## src/cclb_pkg.sv

```systemverilog
// Package for the clipped color-key blitter: configuration register layout,
// register indexes, opcodes and field widths.
// Depends on nothing; every other source file imports it.
package cclb_pkg;

	// Field and register widths fixed by the item format.
	localparam int unsigned PIX_W   = 8;
	localparam int unsigned POS_W   = 10;
	localparam int unsigned COORD_W = 16;
	localparam int unsigned KEY_W   = 9;
	localparam int unsigned ADDR_W  = 16;
	localparam int unsigned CFG_W   = 16;
	localparam int unsigned IDX_W   = 3;

	// Configuration register indexes.
	localparam logic [IDX_W-1:0] REG_DEST_X          = 3'd0;
	localparam logic [IDX_W-1:0] REG_DEST_Y          = 3'd1;
	localparam logic [IDX_W-1:0] REG_IMAGE_WIDTH     = 3'd2;
	localparam logic [IDX_W-1:0] REG_IMAGE_HEIGHT    = 3'd3;
	localparam logic [IDX_W-1:0] REG_TRANSPARENT_KEY = 3'd4;
	localparam logic [IDX_W-1:0] REG_LUT_ENABLE      = 3'd5;

	// Input item kinds carried on tuser.
	localparam logic OP_PIXEL     = 1'b0;
	localparam logic OP_LUT_WRITE = 1'b1;

	// Reset values of the configuration registers.
	localparam logic [POS_W-1:0] IMAGE_SIZE_RESET = 10'd24;

	// Default screen geometry.
	localparam int unsigned DEF_SCREEN_WIDTH  = 320;
	localparam int unsigned DEF_SCREEN_HEIGHT = 200;
	localparam int unsigned DEF_LINE_STRIDE   = 320;

	// All configuration registers, handed to the submodules as one group.
	typedef struct packed {
		logic signed [COORD_W-1:0] dest_x;
		logic signed [COORD_W-1:0] dest_y;
		logic [POS_W-1:0]          image_width;
		logic [POS_W-1:0]          image_height;
		logic signed [KEY_W-1:0]   transparent_key;
		logic                      lut_enable;
	} cfg_t;

endpackage

```

## src/clipped_colorkey_lut_blitter.sv

```systemverilog
// Top level of the clipped color-key blitter with palette lookup.
// Depends on cclb_pkg, cclb_pos, cclb_lut and cclb_place.
//
//   channel  direction  handshake          payload
//   s_*      in         s_tvalid/s_tready  tdata: frame_start, pixel, lut index/data; tuser: op
//   m_*      out        m_tvalid/m_tready  tdata: fb_address, fb_data
//   cfg_*    in         cfg_we             cfg_index, cfg_data
//
// One beat is accepted every cycle unless both stages are full; a kept pixel
// passes the input stage with the palette read, then the output register.
// Table writes and dropped pixels produce no output beat.
// Reset clears the position and the valid flags and resets the configuration
// registers; the palette holds no defined values until it is written.
// A stalled output holds its beat and backs up into the input stage, and the
// input is refused only while both stages are full.
module clipped_colorkey_lut_blitter #(
	parameter int unsigned SCREEN_WIDTH  = cclb_pkg::DEF_SCREEN_WIDTH,
	parameter int unsigned SCREEN_HEIGHT = cclb_pkg::DEF_SCREEN_HEIGHT,
	parameter int unsigned LINE_STRIDE   = cclb_pkg::DEF_LINE_STRIDE
) (
	input  logic                        clk,
	input  logic                        arst_n,
	input  logic                        s_tvalid,
	output logic                        s_tready,
	// [0] frame_start, [8:1] pixel_value, [16:9] lut_index, [24:17] lut_data, [31:25] zero
	input  logic [31:0]                 s_tdata,
	// [0] opcode
	input  logic                        s_tuser,
	output logic                        m_tvalid,
	input  logic                        m_tready,
	// [15:0] fb_address, [23:16] fb_data
	output logic [23:0]                 m_tdata,
	input  logic                        cfg_we,
	input  logic [cclb_pkg::IDX_W-1:0]  cfg_index,
	input  logic [cclb_pkg::CFG_W-1:0]  cfg_data
);
	import cclb_pkg::*;

	cfg_t cfg_q;

	logic             in_fire;
	logic             pix_fire;
	logic             lut_fire;
	logic             in_frame_start;
	logic [PIX_W-1:0] in_pixel;
	logic [PIX_W-1:0] in_lut_index;
	logic [PIX_W-1:0] in_lut_data;
	logic [POS_W-1:0] cur_col;
	logic [POS_W-1:0] cur_row;

	logic             s1_valid_q;
	logic [PIX_W-1:0] px_s1;
	logic [POS_W-1:0] col_s1;
	logic [POS_W-1:0] row_s1;
	logic [PIX_W-1:0] lut_s1;

	logic              place_keep;
	logic [ADDR_W-1:0] place_addr;
	logic [PIX_W-1:0]  place_data;

	logic              out_valid_q;
	logic              out_free;
	logic [ADDR_W-1:0] fb_address_q;
	logic [PIX_W-1:0]  fb_data_q;

	// Unpack the input beat.
	assign in_frame_start = s_tdata[0];
	assign in_pixel       = s_tdata[8:1];
	assign in_lut_index   = s_tdata[16:9];
	assign in_lut_data    = s_tdata[24:17];

	// Flow control: the output register frees when taken, the input stage when
	// its pixel moves on.
	assign out_free = !out_valid_q || m_tready;
	assign s_tready = !s1_valid_q || out_free;
	assign in_fire  = s_tvalid && s_tready;
	assign pix_fire = in_fire && (s_tuser == OP_PIXEL);
	assign lut_fire = in_fire && (s_tuser == OP_LUT_WRITE);

	// Configuration registers.
	always_ff @(posedge clk or negedge arst_n) begin
		if (!arst_n) begin
			cfg_q.dest_x          <= '0;
			cfg_q.dest_y          <= '0;
			cfg_q.image_width     <= IMAGE_SIZE_RESET;
			cfg_q.image_height    <= IMAGE_SIZE_RESET;
			cfg_q.transparent_key <= '0;
			cfg_q.lut_enable      <= 1'b0;
		end else if (cfg_we) begin
			unique case (cfg_index)
				REG_DEST_X:          cfg_q.dest_x          <= cfg_data;
				REG_DEST_Y:          cfg_q.dest_y          <= cfg_data;
				REG_IMAGE_WIDTH:     cfg_q.image_width     <= cfg_data[POS_W-1:0];
				REG_IMAGE_HEIGHT:    cfg_q.image_height    <= cfg_data[POS_W-1:0];
				REG_TRANSPARENT_KEY: cfg_q.transparent_key <= cfg_data[KEY_W-1:0];
				REG_LUT_ENABLE:      cfg_q.lut_enable      <= cfg_data[0];
				default: ;
			endcase
		end
	end

	// Raster position of incoming pixels.
	cclb_pos u_pos (
		.clk         (clk),
		.arst_n      (arst_n),
		.cfg         (cfg_q),
		.advance     (pix_fire),
		.frame_start (in_frame_start),
		.cur_col     (cur_col),
		.cur_row     (cur_row)
	);

	// Palette memory: written by table beats, read for every pixel.
	cclb_lut u_lut (
		.clk     (clk),
		.wr_en   (lut_fire),
		.wr_addr (in_lut_index),
		.wr_data (in_lut_data),
		.rd_en   (pix_fire),
		.rd_addr (in_pixel),
		.rd_data (lut_s1)
	);

	// Input stage: holds one accepted pixel and its position.
	always_ff @(posedge clk or negedge arst_n) begin
		if (!arst_n) begin
			s1_valid_q <= 1'b0;
		end else if (s_tready) begin
			s1_valid_q <= pix_fire;
		end
	end

	always_ff @(posedge clk) begin
		if (pix_fire) begin
			px_s1  <= in_pixel;
			col_s1 <= cur_col;
			row_s1 <= cur_row;
		end
	end

	// Clip, key and address for the staged pixel.
	cclb_place #(
		.SCREEN_WIDTH  (SCREEN_WIDTH),
		.SCREEN_HEIGHT (SCREEN_HEIGHT),
		.LINE_STRIDE   (LINE_STRIDE)
	) u_place (
		.cfg        (cfg_q),
		.col        (col_s1),
		.row        (row_s1),
		.pixel      (px_s1),
		.lut_value  (lut_s1),
		.keep       (place_keep),
		.fb_address (place_addr),
		.fb_data    (place_data)
	);

	// Output register.
	always_ff @(posedge clk or negedge arst_n) begin
		if (!arst_n) begin
			out_valid_q <= 1'b0;
		end else if (out_free) begin
			out_valid_q <= s1_valid_q && place_keep;
		end
	end

	always_ff @(posedge clk) begin
		if (out_free && s1_valid_q && place_keep) begin
			fb_address_q <= place_addr;
			fb_data_q    <= place_data;
		end
	end

	assign m_tvalid = out_valid_q;
	assign m_tdata  = {fb_data_q, fb_address_q};

	// A table beat never occupies the pixel stage.
	a_lut_not_staged: assert property (@(posedge clk) disable iff (!arst_n)
		lut_fire |=> !s1_valid_q)
		else $error("table write entered the pixel stage");

	// A kept pixel that moves on always produces an output beat.
	a_keep_emits: assert property (@(posedge clk) disable iff (!arst_n)
		(s1_valid_q && place_keep && out_free) |=> m_tvalid)
		else $error("kept pixel lost");

	// The input is never refused while the pixel stage is empty.
	a_ready_when_empty: assert property (@(posedge clk) disable iff (!arst_n)
		!s1_valid_q |-> s_tready)
		else $error("input stalled with empty stage");

	// A dropped pixel that moves on leaves the output empty.
	a_drop_silent: assert property (@(posedge clk) disable iff (!arst_n)
		(s1_valid_q && !place_keep && out_free) |=> !m_tvalid)
		else $error("dropped pixel produced a beat");

endmodule

```

## src/cclb_pos.sv

```systemverilog
// Source position tracker: keeps the raster column and row of the image.
// Depends on cclb_pkg.
module cclb_pos (
	input  logic                         clk,
	input  logic                         arst_n,
	input  cclb_pkg::cfg_t               cfg,
	input  logic                         advance,
	input  logic                         frame_start,
	output logic [cclb_pkg::POS_W-1:0]   cur_col,
	output logic [cclb_pkg::POS_W-1:0]   cur_row
);
	import cclb_pkg::*;

	logic [POS_W-1:0] col_q;
	logic [POS_W-1:0] row_q;
	logic [POS_W-1:0] col_d;
	logic [POS_W-1:0] row_d;
	logic [POS_W:0]   next_col;
	logic [POS_W:0]   next_row;

	// Position of the pixel now being accepted; a frame start restarts at the origin.
	assign cur_col = frame_start ? '0 : col_q;
	assign cur_row = frame_start ? '0 : row_q;

	// Step the column, wrap to the next row at the image width and to the top
	// at the image height. A zero size wraps like a size of one.
	always_comb begin
		next_col = {1'b0, cur_col} + 1'b1;
		next_row = {1'b0, cur_row} + 1'b1;
		if (next_col >= {1'b0, cfg.image_width}) begin
			col_d = '0;
			row_d = (next_row >= {1'b0, cfg.image_height}) ? '0 : next_row[POS_W-1:0];
		end else begin
			col_d = next_col[POS_W-1:0];
			row_d = cur_row;
		end
	end

	always_ff @(posedge clk or negedge arst_n) begin
		if (!arst_n) begin
			col_q <= '0;
			row_q <= '0;
		end else if (advance) begin
			col_q <= col_d;
			row_q <= row_d;
		end
	end

endmodule

```

## src/cclb_lut.sv

```systemverilog
// Palette lookup memory: 256 entries of 8 bits, one write and one
// registered read per cycle. Depends on cclb_pkg.
module cclb_lut (
	input  logic                        clk,
	input  logic                        wr_en,
	input  logic [cclb_pkg::PIX_W-1:0]  wr_addr,
	input  logic [cclb_pkg::PIX_W-1:0]  wr_data,
	input  logic                        rd_en,
	input  logic [cclb_pkg::PIX_W-1:0]  rd_addr,
	output logic [cclb_pkg::PIX_W-1:0]  rd_data
);
	import cclb_pkg::*;

	localparam int unsigned DEPTH = 1 << PIX_W;

	logic [PIX_W-1:0] mem [DEPTH];
	logic [PIX_W-1:0] rd_data_s1;

	// Table-write beats load one entry.
	always_ff @(posedge clk) begin
		if (wr_en) begin
			mem[wr_addr] <= wr_data;
		end
	end

	// The entry for an accepted pixel is read into the first stage.
	always_ff @(posedge clk) begin
		if (rd_en) begin
			rd_data_s1 <= mem[rd_addr];
		end
	end

	assign rd_data = rd_data_s1;

endmodule

```

## src/cclb_place.sv

```systemverilog
// Placement, clipping, color keying and address generation for one pixel.
// Depends on cclb_pkg.
module cclb_place #(
	parameter int unsigned SCREEN_WIDTH  = cclb_pkg::DEF_SCREEN_WIDTH,
	parameter int unsigned SCREEN_HEIGHT = cclb_pkg::DEF_SCREEN_HEIGHT,
	parameter int unsigned LINE_STRIDE   = cclb_pkg::DEF_LINE_STRIDE
) (
	input  cclb_pkg::cfg_t                cfg,
	input  logic [cclb_pkg::POS_W-1:0]    col,
	input  logic [cclb_pkg::POS_W-1:0]    row,
	input  logic [cclb_pkg::PIX_W-1:0]    pixel,
	input  logic [cclb_pkg::PIX_W-1:0]    lut_value,
	output logic                          keep,
	output logic [cclb_pkg::ADDR_W-1:0]   fb_address,
	output logic [cclb_pkg::PIX_W-1:0]    fb_data
);
	import cclb_pkg::*;

	localparam int unsigned SC_W = COORD_W + 2;
	localparam logic signed [SC_W-1:0] SCR_W = SC_W'(SCREEN_WIDTH);
	localparam logic signed [SC_W-1:0] SCR_H = SC_W'(SCREEN_HEIGHT);
	localparam logic [ADDR_W-1:0]      STRIDE = ADDR_W'(LINE_STRIDE);

	logic signed [SC_W-1:0] dx;
	logic signed [SC_W-1:0] dy;
	logic                   on_screen;
	logic                   keyed_out;
	logic [ADDR_W-1:0]      row_base;

	// Screen position of the pixel, wide enough that it cannot overflow.
	assign dx = SC_W'(cfg.dest_x) + $signed({(SC_W - POS_W)'(0), col});
	assign dy = SC_W'(cfg.dest_y) + $signed({(SC_W - POS_W)'(0), row});

	// Clip against the screen and drop the transparent index unless keying is off.
	assign on_screen = (dx >= 0) && (dx < SCR_W) && (dy >= 0) && (dy < SCR_H);
	assign keyed_out = !cfg.transparent_key[KEY_W-1]
		&& (cfg.transparent_key[PIX_W-1:0] == pixel);
	assign keep = on_screen && !keyed_out;

	// Only the low 16 bits of the address are kept, so a 16-bit product suffices.
	assign row_base   = dy[ADDR_W-1:0] * STRIDE;
	assign fb_address = row_base + dx[ADDR_W-1:0];
	assign fb_data    = cfg.lut_enable ? lut_value : pixel;

endmodule

```

## config.mk

```make
export PLATFORM = sky130hd
export DESIGN_NAME = clipped_colorkey_lut_blitter
export DESIGN_NICKNAME = d
export VERILOG_FILES = /design/src/cclb_pkg.sv /design/src/clipped_colorkey_lut_blitter.sv /design/src/cclb_pos.sv /design/src/cclb_lut.sv /design/src/cclb_place.sv
export SDC_FILE = /design/constraint.sdc
export NUM_CORES = 2
export LEC_CHECK = 0
export BUFFER_PORTS_ARGS = -buffer_cell sky130_fd_sc_hd__buf_4
export CAP_MARGIN = 30
export CORE_MARGIN = 3
export CORE_UTILIZATION = 59
export DETAILED_ROUTE_END_ITERATION = 8
export GPL_ROUTABILITY_DRIVEN = 0
export PLACE_DENSITY = 0.75
export RECOVER_POWER = 50
export SLEW_MARGIN = 20
export SYNTH_ARGS = -nofsm -noshare
export SYNTH_HDL_FRONTEND = slang
export SYNTH_SLANG_ARGS = --single-unit
```

## constraint.sdc

```tcl
create_clock -name clk -period 7.1 [get_ports clk]
set_input_delay 1.42 -clock clk [delete_from_list [all_inputs] [get_ports clk]]
set_output_delay 1.42 -clock clk [all_outputs]
set_load 0.01 [all_outputs]
```

==> flow_summary.json <==
{
  "min_period_ns": 5.88,
  "worstSetupStartpointType": "primary input",
  "vdd_ir_drop_max_mv": 0.214,
  "drc": 0,
  "clkTransAtPathRegs_ns": 0.06,
  "synth.avg_cell_area_um2": 22.1,
  "coreArea_um2": 145000,
  "routed_wl_um": 195000,
  "final_cell_mix": "edfxtp_1 (2108), mux4_2 (672), nor2_1 (295)",
  "start_util_pct": 59.9,
  "grt_pass1_vias": 41707,
  "die_y_um": 389,
  "setup_violations": 0,
  "setup_tns_ns": 0,
  "io_buffer_count": 75,
  "ctsHoldBuffers": 0,
  "yosysWarnings": 0,
  "status": "complete, but fails checks",
  "synthesis.nets": 4048,
  "hold_ws_ns": 0.500,
  "critPathKind": "primary input to flop",
  "drt_iter0_drc": 4890,
  "io_pins": 83,
  "yosys.area.top_type_share_pct": 73.1,
  "grt_overflow_total": 0,
  "worstPathMaxFanout": 65,
  "place_inst": 5773,
  "final_common_cell": "edfxtp_1",
  "synth_cells": 3927,
  "h-tree-depth": 4,
  "p_leak_nw": 30.3,
  "nets": 4209,
  "vias_per_cell": 6.67,
  "cts_tree": "yes",
  "cts_made_buffers": 207,
  "synth_edf_count": 2108,
  "maxSlewHeadroom_pct": -271,
  "ys_seq_area_share_pct": 75.5,
  "grt_max_degree": 135,
  "drtAntennaViolNets": 0,
  "drive_above_1_share_pct": 26.9,
  "hold_class": "flop to flop",
  "fin_cells": 6166,
  "firstDrtPassIters": 5,
  "ys_top_cells_by_area": "edfxtp_1 (73%), mux4_2 (17%), dfrtp_1 (2.3%), nor2_1 (1.3%), ha_1 (0.87%)",
  "antenna_found_initial": 5,
  "cts_setup_buffers": 0,
  "dieArea_um2": 151000,
  "die_x_um": 389,
  "grt_use_met1_pct": 37.8,
  "met2_usage_pct": 41.4,
  "grt_usage_pct": 26.2,
  "violations": "capacitance limit, slew limit",
  "synth_top_cell_by_area": "edfxtp_1",
  "num_vias": 41114,
  "fillers": 8812,
  "final_util_pct": 66.5,
  "dp_slack_ns": 2.01,
  "worstPathRequired_ns": 7.65,
  "fmax_mhz": 170,
  "clock_latency_ns": 0.83,
  "setup_ws_ns": 1.22,
  "synth_cell_types": 55,
  "wl_per_cell_um": 31.6,
  "hpwl_um": 111000,
  "grt_pass1_wl_um": 288000,
  "drv_cap": 22,
  "root_buffer": "clkbuf_16",
  "maxSlewViolCount": 1401,
  "skew_ns": 0.0296,
  "rsz0062_at_grt": "no",
  "clock_path_buffers": 3,
  "period_share_pct": 82.9,
  "synth-seq-cells": 2192,
  "use_met3_pct": 4.87,
  "finalHoldViolations": 0,
  "ys.flop_type": "edfxtp_1",
  "pwr_density_cell_nw_per_um2": 290,
  "worstMarginPinSlew_ns": 5.57,
  "synthArstFlopShare_pct": 3.83,
  "syn_to_final_growth_pct": 11.1,
  "ctsResizeCount": 0,
  "synth_area_um2": 86600,
  "rows": 139,
  "grt.busiest_layer": "met2",
  "numClockSinks": 2192,
  "endpoint_kind": "flop",
  "cp_data_arrival_time_ns": 6.43
}
per-layer routing:
layer / vias to the layer above / part of all wire, % / wire (um)
met2: 2307 / 49 / 95500
met4: 2 / 3.4 / 6690
met5: - / 0.0067 / 13
met1: 21731 / 39 / 75300
li1: 16712 / - / -
met3: 362 / 8.7 / 17000
sequential cells by signal, summed over array words and instances, names as in the netlist:
register and cells:
u_pos.col_q 10, fb_data_q 8, s1_valid_q 1, fb_address_q 16, u_pos.row_q 10, u_lut.mem 2048
u_lut.rd_data 8, px_s1 8, cfg_q 62, col_s1 10, m_tvalid 1, row_s1 10
cell type report:
class	instances	area, um2	share of cell area [%]
repair buffers	152	1290	1.34
flip-flops and latches	2192	65400	68.0
clock inverters	117	1300	1.35
diodes	7	17.5	0.0182
well taps	1903	2380	2.47
inverters	36	135	0.140
clock buffers	260	5430	5.64
multi-input cells	1499	20300	21.1
critical path, cell delays in order:
cell	delay (ns)
clkbuf_1	2.68
buf_12	0.39
mux4_2	0.49
mux4_2	0.52
a22oi_1	0.56
nand2_1	0.16
per-stage QoR:
step                instance area [um2]  total power [mW]
detailed placement                89500              17.2
CTS                               96300              28.1
global route                      96200              28.8
floorplan                         86600              16.3
global placement                  89500              17.1
finish                            96200              27.9
cells in the mapped netlist (all sizes together), types with 3 or more instances:
master	count
inv	36
edfxtp	2108
o211ai	5
a21o	16
o21bai	3
nor3b	3
nand4	4
nor3	8
o21a	3
ha	60
xnor2	36
a22o	7
a22oi	16
clkbuf	128
or2	3
nor2b	37
nand2	93
nand2b	10
nor2	296
dfstp	4
mux4	672
mux2	59
o2111ai	5
a21oi	23
xor2	31
o21ai	41
a211oi	4
dfrtp	80
and2	3
buf	72
and3	7
fa	4
nand3	23
a31oi	3
path summary, 6_finish.rpt:
check	from	to	slack [ns]	depth (start not counted)
min in group asynchronous	arst_n	cfg_q[40]$_DFFE_PN0P_	0.61	1
min	u_pos.col_q[7]$_DFFE_PN0P_	u_pos.col_q[7]$_DFFE_PN0P_	0.50	2
max	s_tdata[5]	u_lut.rd_data[5]$_DFFE_PP_	1.22	6
max reg2reg	cfg_q[46]$_DFFE_PN0P_	fb_address_q[15]$_DFFE_PP_	2.17	16
max in group asynchronous	arst_n	cfg_q[8]$_DFFE_PN0P_	2.49	3
min reg2reg	u_pos.col_q[7]$_DFFE_PN0P_	u_pos.col_q[7]$_DFFE_PN0P_	0.50	2
power breakdown:
| group | switching [mW] | total, mW | internal [mW] |
|---|---|---|---|
| Sequential | 0.0732 | 14.4 | 14.4 |
| Clock | 4.69 | 11.0 | 6.32 |
| Combinational | 1.37 | 2.47 | 1.09 |
cell families after synthesis:
logic type | Yosys count | share of synthesized area (%)
xor+xnor | 68 | 0.705
simple gates | 497 | 2.45
buf+inv | 236 | 1.10
mux | 733 | 18.3
flops | 2192 | 75.5
fa+ha+maj | 64 | 0.959
compound gates | 137 | 1.03
(Power assumes the default switching activity.)
